--- src/rtl/insertion_sorter_unit_assert.svh ---
// ----------------------------------------------------------------------------
// Insertion sorter assertion macros
// Shared property macros, clocked on clk_i and disabled while rst_ni is low.
// ----------------------------------------------------------------------------
`ifndef INSERTION_SORTER_UNIT_ASSERT_SVH
`define INSERTION_SORTER_UNIT_ASSERT_SVH

// The consequent must hold in the same cycle as the antecedent.
`define IST_ASSERT_SAME(lbl, ante, cons) \
  lbl: assert property (@(posedge clk_i) disable iff (!rst_ni) (ante) |-> (cons)) \
    else $error("insertion sorter check failed");

// The consequent must hold in the cycle after the antecedent.
`define IST_ASSERT_NEXT(lbl, ante, cons) \
  lbl: assert property (@(posedge clk_i) disable iff (!rst_ni) (ante) |=> (cons)) \
    else $error("insertion sorter check failed");

`endif

--- src/rtl/ist_pkg.sv ---
// ----------------------------------------------------------------------------
// Insertion sorter package
// Shared widths, default depth and the control word of the sorting cells.
// ----------------------------------------------------------------------------
package ist_pkg;

  localparam int DataW       = 32;
  localparam int MaxItemsDef = 16;

  // Control word broadcast to every cell of the chain.
  typedef struct packed {
    logic                    ins;    // insert value into the chain
    logic                    shl;    // shift the chain toward cell 0
    logic signed [DataW-1:0] value;  // value being inserted
  } cell_ctl_t;

endpackage

--- src/rtl/ist_if.sv ---
// ----------------------------------------------------------------------------
// Insertion sorter channels
// Valid/ready channels for the input words and the sorted result words.
// ----------------------------------------------------------------------------
interface ist_in_if;
  logic                            valid;
  logic                            ready;
  logic signed [ist_pkg::DataW-1:0] value;
  logic                            last_in;

  modport source (output valid, output value, output last_in, input ready);
  modport sink   (input valid, input value, input last_in, output ready);
endinterface

interface ist_out_if;
  logic                            valid;
  logic                            ready;
  logic signed [ist_pkg::DataW-1:0] sorted_value;
  logic                            last_out;
  logic                            overflow;

  modport source (output valid, output sorted_value, output last_out,
                  output overflow, input ready);
  modport sink   (input valid, input sorted_value, input last_out,
                  input overflow, output ready);
endinterface

--- src/rtl/ist_cell.sv ---
// ----------------------------------------------------------------------------
// Insertion sorter cell
// One slot of the sorted chain: compares against the broadcast value and
// takes its left neighbor, the new value or its right neighbor, or keeps its own.
// ----------------------------------------------------------------------------
module ist_cell (
  input  logic                             clk_i,
  input  ist_pkg::cell_ctl_t               ctl_i,
  input  logic                             occ_i,
  input  logic                             left_occ_i,
  input  logic                             left_gt_i,
  input  logic signed [ist_pkg::DataW-1:0] left_val_i,
  input  logic signed [ist_pkg::DataW-1:0] right_val_i,
  output logic                             gt_o,
  output logic signed [ist_pkg::DataW-1:0] val_o
);

  logic signed [ist_pkg::DataW-1:0] val_q, val_d;

  // Strictly greater, so an equal new value lands behind this entry.
  assign gt_o  = occ_i && (val_q > ctl_i.value);
  assign val_o = val_q;

  always_comb begin
    val_d = val_q;
    if (ctl_i.shl) begin
      val_d = right_val_i;
    end else if (ctl_i.ins) begin
      if (left_gt_i) begin
        val_d = left_val_i;
      end else if (gt_o || (!occ_i && left_occ_i)) begin
        val_d = ctl_i.value;
      end
    end
  end

  always_ff @(posedge clk_i) begin
    val_q <= val_d;
  end

endmodule

--- src/rtl/insertion_sorter_unit.sv ---
// ----------------------------------------------------------------------------
// Insertion sorter unit
// Stable batch sorter for signed 32-bit words built as a chain of cells.
// ----------------------------------------------------------------------------
// Usage: words arrive on in_i, one value each. Every accepted word is placed
// into its sorted position in the cell chain by a single register update, so the block
// takes one input word per cycle while collecting a batch. Equal values keep
// their arrival order. A word with last_in set closes the batch: it is
// inserted first, and from the next cycle the chain drains through out_o in
// ascending order, one word per cycle that the receiver takes. The final word
// carries last_out, and every word of the batch carries overflow if any word
// was dropped because all MaxItems cells were full. The drain is set by the
// single shift path out of cell 0, and in_i is held off while it runs. When
// the receiver stalls, cell 0 simply holds the current word and the chain
// waits. Reset clears the fill count, the overflow flag and the drain state;
// the cell contents need no reset because only filled cells are ever read.
// ----------------------------------------------------------------------------
module insertion_sorter_unit #(
  parameter int MaxItems = ist_pkg::MaxItemsDef
) (
  input  logic      clk_i,
  input  logic      rst_ni,
  ist_in_if.sink    in_i,
  ist_out_if.source out_o
);

  localparam int CntW = $clog2(MaxItems + 1);

  logic [CntW-1:0] count_q, count_d;
  logic            drain_q, drain_d;
  logic            ovf_q, ovf_d;

  logic full;
  logic in_acc;
  logic out_acc;

  ist_pkg::cell_ctl_t ctl;

  logic signed [ist_pkg::DataW-1:0] val [MaxItems];
  logic [MaxItems-1:0]              gt;
  logic [MaxItems-1:0]              occ;

  assign full    = (count_q == CntW'(MaxItems));
  assign in_acc  = in_i.valid && in_i.ready;
  assign out_acc = out_o.valid && out_o.ready;

  // Collecting and draining never overlap.
  assign in_i.ready = !drain_q;

  assign ctl.ins   = in_acc && !full;
  assign ctl.shl   = out_acc;
  assign ctl.value = in_i.value;

  // The chain: cell 0 holds the smallest value. A cell is filled when its
  // index is below the fill count.
  for (genvar i = 0; i < MaxItems; i++) begin : g_cell
    assign occ[i] = (CntW'(i) < count_q);

    if (i == 0) begin : g_head
      ist_cell u_cell (
        .clk_i      (clk_i),
        .ctl_i      (ctl),
        .occ_i      (occ[i]),
        .left_occ_i (1'b1),
        .left_gt_i  (1'b0),
        .left_val_i ('0),
        .right_val_i(val[i+1]),
        .gt_o       (gt[i]),
        .val_o      (val[i])
      );
    end else if (i == MaxItems - 1) begin : g_tail
      ist_cell u_cell (
        .clk_i      (clk_i),
        .ctl_i      (ctl),
        .occ_i      (occ[i]),
        .left_occ_i (occ[i-1]),
        .left_gt_i  (gt[i-1]),
        .left_val_i (val[i-1]),
        .right_val_i(val[i]),
        .gt_o       (gt[i]),
        .val_o      (val[i])
      );
    end else begin : g_mid
      ist_cell u_cell (
        .clk_i      (clk_i),
        .ctl_i      (ctl),
        .occ_i      (occ[i]),
        .left_occ_i (occ[i-1]),
        .left_gt_i  (gt[i-1]),
        .left_val_i (val[i-1]),
        .right_val_i(val[i+1]),
        .gt_o       (gt[i]),
        .val_o      (val[i])
      );
    end
  end

  // Batch control: the count tracks filled cells while collecting and the
  // words still to send while draining.
  always_comb begin
    count_d = count_q;
    drain_d = drain_q;
    ovf_d   = ovf_q;
    if (in_acc) begin
      if (full) begin
        ovf_d = 1'b1;
      end else begin
        count_d = count_q + CntW'(1);
      end
      if (in_i.last_in) begin
        drain_d = 1'b1;
      end
    end
    if (out_acc) begin
      count_d = count_q - CntW'(1);
      if (count_q == CntW'(1)) begin
        drain_d = 1'b0;
        ovf_d   = 1'b0;
      end
    end
  end

  always_ff @(posedge clk_i or negedge rst_ni) begin
    if (!rst_ni) begin
      count_q <= '0;
      drain_q <= 1'b0;
      ovf_q   <= 1'b0;
    end else begin
      count_q <= count_d;
      drain_q <= drain_d;
      ovf_q   <= ovf_d;
    end
  end

  assign out_o.valid        = drain_q;
  assign out_o.sorted_value = val[0];
  assign out_o.last_out     = (count_q == CntW'(1));
  assign out_o.overflow     = ovf_q;

  `include "insertion_sorter_unit_assert.svh"

  `IST_ASSERT_SAME(a_count_bound, 1'b1, count_q <= CntW'(MaxItems))
  `IST_ASSERT_SAME(a_drain_nonempty, drain_q, count_q != '0)
  `IST_ASSERT_NEXT(a_batch_closed, out_acc && out_o.last_out,
                   !drain_q && (count_q == '0) && !ovf_q)
  `IST_ASSERT_NEXT(a_ascending, out_acc && !out_o.last_out,
                   out_o.sorted_value >= $past(out_o.sorted_value))
  `IST_ASSERT_NEXT(a_ovf_steady, drain_q && !out_acc, ovf_q == $past(ovf_q))

endmodule
--- src/flat_wrapper.sv ---
// flat-port wrapper written by rule: the top's interface ports become plain ports
module insertion_sorter_unit_flat 
#(
  parameter int MaxItems = ist_pkg::MaxItemsDef
)
  (clk_i, rst_ni, in_i_valid, in_i_value, in_i_last_in, in_i_ready, out_o_valid, out_o_sorted_value, out_o_last_out, out_o_overflow, out_o_ready);
  ist_in_if in_i_i ();
  ist_out_if out_o_i ();
  input  logic clk_i;
  input  logic rst_ni;
  input wire logic [$bits(in_i_i.valid)-1:0] in_i_valid;
  input wire logic [$bits(in_i_i.value)-1:0] in_i_value;
  input wire logic [$bits(in_i_i.last_in)-1:0] in_i_last_in;
  output wire logic [$bits(in_i_i.ready)-1:0] in_i_ready;
  output wire logic [$bits(out_o_i.valid)-1:0] out_o_valid;
  output wire logic [$bits(out_o_i.sorted_value)-1:0] out_o_sorted_value;
  output wire logic [$bits(out_o_i.last_out)-1:0] out_o_last_out;
  output wire logic [$bits(out_o_i.overflow)-1:0] out_o_overflow;
  input wire logic [$bits(out_o_i.ready)-1:0] out_o_ready;
  assign in_i_i.valid = in_i_valid;
  assign in_i_i.value = in_i_value;
  assign in_i_i.last_in = in_i_last_in;
  assign in_i_ready = in_i_i.ready;
  assign out_o_valid = out_o_i.valid;
  assign out_o_sorted_value = out_o_i.sorted_value;
  assign out_o_last_out = out_o_i.last_out;
  assign out_o_overflow = out_o_i.overflow;
  assign out_o_i.ready = out_o_ready;
  insertion_sorter_unit #(.MaxItems(MaxItems)) u_core (.clk_i(clk_i), .rst_ni(rst_ni), .in_i(in_i_i), .out_o(out_o_i));
endmodule
--- config.mk ---
export PLATFORM = sky130hd
export DESIGN_NAME = insertion_sorter_unit_flat
export DESIGN_NICKNAME = d
export VERILOG_FILES = /design/src/rtl/ist_pkg.sv /design/src/rtl/ist_if.sv /design/src/rtl/ist_cell.sv /design/src/rtl/insertion_sorter_unit.sv /design/src/flat_wrapper.sv
export VERILOG_INCLUDE_DIRS = /design/src /design/src/rtl
export SDC_FILE = /design/constraint.sdc
export NUM_CORES = 2
export LEC_CHECK = 0
export BUFFER_PORTS_ARGS = -buffer_cell sky130_fd_sc_hd__buf_2
export CORE_MARGIN = 1
export CORE_UTILIZATION = 65
export DETAILED_ROUTE_END_ITERATION = 6
export GPL_TIMING_DRIVEN = 0
export HOLD_SLACK_MARGIN = 0.06
export PLACE_DENSITY = 0.84
export SLEW_MARGIN = 20
export SYNTH_ARGS = -nofsm -noshare
export SYNTH_HDL_FRONTEND = slang
export SYNTH_SLANG_ARGS = --single-unit
export TNS_END_PERCENT = 1
--- constraint.sdc ---
create_clock -name clk_i -period 6.6 [get_ports clk_i]
set_input_delay 0.99 -clock clk_i [delete_from_list [all_inputs] [get_ports clk_i]]
set_output_delay 0.99 -clock clk_i [all_outputs]
set_load 0.005 [all_outputs]
* Yosys cells after proc, flatten, opt, wreduce, memory -nomap -nowiden *
Index checks and enable logic that the tools add are counted.

word-level totals
  register bits after elaboration = 519
  input bits = 37
  output and inout port bits = 36
  logic and storage cells = 232

cells by class
  $add $sub $neg = 2
  order comparisons = 32
  equality and inequality tests = 3
  muxes and demuxes = 72
  bitwise logic cells = 1
  reductions and logical operators = 103

operators by type and width
  cell                                                  number
  2-to-1 mux 32 bit                                     61
  > comparator 32 bit                                   16
  nonzero test 3 bit                                    14
  < comparator 4 x 5 -> 1 bit (first input constant)    8
  logical AND 1 bit                                     34
  AND reduction 2 bit                                   16
  < comparator 3 x 5 -> 1 bit (first input constant)    4
  logical NOT 1 bit                                     18
  logical OR 1 bit                                      16
  2-to-1 mux 5 bit                                      3
  < comparator 1 x 5 -> 1 bit (first input constant)    2
  < comparator 2 x 5 -> 1 bit (first input constant)    2
  2-to-1 mux 1 bit                                      8
  nonzero test 2 bit                                    4
  adder 5 x 1 -> 5 bit (second input constant)          1
  equality test 5 x 1 -> 1 bit (second input constant)  1
  equality test 5 bit (second input constant)           1
  subtractor 5 x 1 -> 5 bit (second input constant)     1
  AND reduction 3 bit                                   1
  inequality test 2 bit (second input constant)         1
  inverter 1 bit                                        1

* Depth between registers and ports, before layout *
  word-level depth = 8
  gate-level depth with buffers = 13
  depth with buffers taken out = 10

* Cells and area by module *
Synthesis repeated with hierarchy kept, for this count alone.

unflattened totals
  cell total of the unflattened synthesis = 4217
  area, all modules = 39649.3 um^2

modules (own cells, without submodules)
  module                 instances  cells an instance  area an instance (um^2)  seq. area each (um^2)
  ist_cell               16         259                2441.1                   960.9
  insertion_sorter_unit  1          73                 591.8                    175.2

* Worst setup path before layout *
No wires, ideal clock.

  path kind = input-to-reg
  from = input in_i_value[30]
  to = register u_core.g_cell[9].g_mid.u_cell.val_q, in the netlist u_core.g_cell[9].g_mid.u_cell.val_o[0] (enable)
  library setup time = 466 ps
  data arrival time = 5667 ps
  data required time = 6134 ps
  setup slack = 467 ps
  stages = 12
  buffers on the path = 2
  cells stage by stage = inv_1 -> ha_1 -> a21oi_1 -> nand2_1 -> a221o_1 -> a211o_1 -> a21oi_1 -> mux2_2 -> buf_2 -> buf_2 -> o211a_1 -> o21ai_0

on the way
  longest elaborated chain between the ends = 5
  elaborated cells between the ends (all ways) = 7
  those cells by class = order compare: 2; reduce/logical: 5

RTL lines
  what                             line                RTL
  start: declaration               flat_wrapper.sv:12  input wire logic [$bits(in_i_i.value)-1:0] in_i_value;
  > comparator 32 bit              ist_cell.sv:21      assign gt_o = occ_i && (val_q > ctl_i.value);
  logical AND 1 bit                ist_cell.sv:21
  logical OR 1 bit                 ist_cell.sv:31      end else if (gt_o || (!occ_i && left_occ_i)) begin
  nonzero test 3 bit (no line) *   n/a
  AND reduction 2 bit (no line) *  n/a
  end signal: assignment           ist_cell.sv:38      val_q <= val_d;
  end: declaration                 ist_cell.sv:18      logic signed [ist_pkg::DataW-1:0] val_q, val_d;

Every way passes the cells marked *; elsewhere a longest branch is shown, timed or not.
A chain may end at the register's enable or synchronous reset.

* Worst setup path in the final report *
  from = input in_i_value[28]
  to = register u_core.g_cell[5].g_mid.u_cell.val_q, in the netlist u_core.g_cell[5].g_mid.u_cell.val_o[26] (enable)

on the way
  longest elaborated chain between the ends = 5
  elaborated cells between the ends (all ways) = 7
  those cells by class = order compare: 2; reduce/logical: 5

RTL lines
  what                             line
  > comparator 32 bit              ist_cell.sv:21
  logical AND 1 bit                ist_cell.sv:21
  logical OR 1 bit                 ist_cell.sv:31
  nonzero test 3 bit (no line) *   n/a
  AND reduction 2 bit (no line) *  n/a
  end signal: assignment           ist_cell.sv:38
  end: declaration                 ist_cell.sv:18

Marked as above.

==> results.yml <==
outcome:
  status: "finished, violations left"
  violations: "design-rule violations"
worst_setup_path:
  regToRegSetupSlack_ns: 1.72
  r2r_cells: 9
  endpoint_kind: "flip-flop"
  start_kind: "input port"
  cp_cell_sequence: "buf_2 > inv_1 > ha_1 > nand4_1 > nor4b_1 > o32ai_1 > mux2i_2 > buf_2 > nor3_1 > o21ai_4 > buf_16"
  path_max_fanout: 18
  cp_top_family: "buffers and inverters"
  crit_slowest_cell: "nor4b_1"
  cpPeakStageDelay_ns: 1.00
  timing.critical_path.mode_cell: "buf_2"
  cp_num_buf_inv: 4
  rr_endpoint: "u_core.g_cell[5].g_mid.u_cell.val_o[26]"
  r2r-start: "u_core.g_cell[4].g_mid.u_cell.val_o[31]"
  arrival_ns: 6.05
  path_class: "in -> reg"
  worstPathRequired_ns: 6.95
timing:
  setup_viol: 0
  fin_crit_ns: 5.70
  maxSlewHeadroom_pct: 19.1
  skew_ns: 0.0115
  slew_violations: 0
  hold_violations: 0
  max_freq_mhz: 176
  finalCritPeriodShare_pct: 86.3
  rsz0062_at_grt: "false"
  worst_pin_slew_ns: 1.21
  finalSetupTns_ns: 0
grt:
  grt-ovfl-total: 0
  antenna_found_initial: 4
  grt_pass1_vias: 32066
  grt_pass1_wl_um: 186000
  grtUsageTotal_pct: 41.5
  grt_max_degree: 33
route:
  drcViolationCount: 2
  wl_per_cell_um: 26.4
  drt-total-wl_um: 125000
  vias: 33432
  drtIter0Drc: 5008
  ant_nets: 0
  first_pass_iters: 7
  drt-vias-per-instance: 7.05
cells_and_area:
  syn2layout_area_growth_pct: 9.64
  fin_nets: 4487
  n_fill_cell: 4232
  design_area_um2: 40900
  drive_above_1_share_pct: 6.93
pwr:
  power.density_nw_per_um2: 553
  leakagePower_nw: 17.0
  ir_drop_mv: 0.335
synth:
  synth-seq-area-share_pct: 41.7
  synth_warnings: 0
  postSynth.asyncResetShare_pct: 1.35
  ys.flop_type: "edfxtp_1"
  syn-instance-count: 3790
  synth_nets: 4343
  syn_avg_cell_area_um2: 9.85
  synth_edf_count: 512
  netlist_area_um2: 37300
  synth-seq-cells: 519
  ys_types: 73
clocking:
  cts_buffers: 57
  cts.path.max_buffers: 3
  ctsHtreeMaxLevel: 2
  holdBufCountCts: 0
  cts_resized: 0
  cts_sinks: 519
  postCtsSetupBuffers: 0
  cts_tree: "built"
  path_clk_slew_ns: 0.06
  cts_root_buf: "clkbuf_16"
  insertion_delay_ns: 0.65
worst_hold_path:
  hold_path.class: "in -> async"
die:
  placementRows: 87
  core_area_um2: 56600
  die_w_um: 242
  io_pins: 73
  dieArea_um2: 58400
  start_util_pct: 65.9
  die_h_um: 242
placed_design:
  routabilityCongestion: 0.991
  dpl-instance-area_um2: 39100
  port_buffers: 72
  dp_hpwl_um: 97200
run:
  cap_viol_max_count: 0
## flip-flops by register name, indices dropped and copies added, names as in the netlist
name / count
u_core.g_cell.g_mid.u_cell.val_o: 448
u_core.g_cell.g_head.u_cell.val_o: 32
u_core.g_cell.g_tail.u_cell.val_o: 32
u_core.count_q: 5
u_core.out_o.overflow: 1
u_core.out_o.valid: 1
## stage by stage
| step | power [mW] | hold WS, ns | cells | worst slack [ns] | utilization [%] |
|---|---|---|---|---|---|
| after global placement | 18.0 | 0.540 | 4618 | -2.00 | 68.3 |
| after global routing | 23.7 | 0.187 | 4738 | 0.844 | 72.3 |
| after CTS | 22.0 | 0.172 | 4738 | 1.21 | 72.3 |
| after floorplan | 15.0 | 0.519 | 3790 | 0.467 | - |
| final | 22.6 | 0.179 | 4739 | 0.904 | 72.3 |
| after detailed placement | 18.8 | 0.548 | 4631 | 0.547 | 69.1 |
## per-layer routing
metal / track usage, % / vias to the layer above / routed length [um]
met1: 56.4 / 15874 / 47900
met2: 62.5 / 2510 / 54700
met3: 7.44 / 451 / 14600
met4: 23.7 / 4 / 7740
met5: 0 / - / 29
li1: - / 14593 / -
## cells in the mapped netlist, types with 8 or more instances
library cell	number	share of area (%)
a211oi_1	14	0.28
a21o_1	50	1.0
a21oi_1	455	6.1
a221o_1	8	0.21
a221oi_1	8	0.19
a31oi_1	48	0.80
and4_1	17	0.40
buf_2	43	0.58
clkbuf_1	160	1.6
edfxtp_1	512	41
ha_1	516	17
inv_1	66	0.66
mux2_2	35	1.1
mux2i_1	315	8.4
nand2_1	569	5.7
nand3_1	56	0.75
nand4_1	95	1.6
nor2_1	202	2.0
nor2b_1	18	0.30
nor3_1	24	0.32
nor4_1	20	0.34
o211ai_1	22	0.44
o21a_1	8	0.16
o21ai_0	320	4.3
o21ai_1	74	0.99
o221ai_1	13	0.31
## cells by family after synthesis
kind of cell	Yosys count	synth area share, %
AND/OR/NAND/NOR	1044	12.3
XOR/XNOR	4	0.0939
AO/OA/AOI/OAI	1071	16.0
buffers and inverters	284	3.09
adder cells (fa/ha/maj)	516	17.3
flip-flops	519	41.7
multiplexers	352	9.58
## final cells by class
type	count	area (um2)	share of cell area, %
Multi-Input combinational cell	2987	20800	50.7
Sequential cell	519	15500	38.0
Clock buffer	72	1530	3.73
Tap cell	756	946	2.31
Buffer	218	908	2.22
Timing Repair Buffer	85	718	1.75
Clock inverter	35	260	0.636
Inverter	66	248	0.605
Antenna cell	1	2.50	0.00611
## report_power, final
group / internal [mW] / switching (mW)
sequential: 6.17 / 1.51
clock: 1.78 / 1.45
combinational: 4.44 / 7.30
## worst max-delay path by stage
stage	from	endpoint	slack (ns)	cells past startpoint
finish	in_i_value[28]	u_core.g_cell[5].g_mid.u_cell.val_o[26]	0.90	11
global route	in_i_value[15]	u_core.g_cell[1].g_mid.u_cell.val_o[24]	0.84	13
CTS	in_i_value[15]	u_core.g_cell[1].g_mid.u_cell.val_o[24]	1.21	13
detailed placement	in_i_value[15]	u_core.g_cell[1].g_mid.u_cell.val_o[27]	0.55	13
global placement	in_i_value[28]	u_core.g_cell[13].g_mid.u_cell.val_o[6]	-2.00	11
floorplan	in_i_value[30]	u_core.g_cell[9].g_mid.u_cell.val_o[0]	0.47	12
## cell usage in the layout, fill, tap and decap left out, types with 14 or more instances in the layout
cell / netlist / layout
a211oi_1: 14 / 14
a21o_1: 50 / 48
a21oi_1: 455 / 454
a31oi_1: 48 / 47
and4_1: 17 / 17
buf_2: 43 / 115
clkbuf_1: 160 / 171
clkbuf_16: 0 / 59
clkinv_1: 0 / 19
edfxtp_1: 512 / 512
ha_1: 516 / 516
inv_1: 66 / 66
mux2_2: 35 / 35
mux2i_1: 315 / 315
nand2_1: 569 / 567
nand3_1: 56 / 56
nand4_1: 95 / 95
nor2_1: 202 / 201
nor2b_1: 18 / 18
nor3_1: 24 / 24
nor4_1: 20 / 20
o211ai_1: 22 / 22
o21ai_0: 320 / 313
o21ai_1: 74 / 72
No activity file was read; power rests on OpenSTA's default activity.
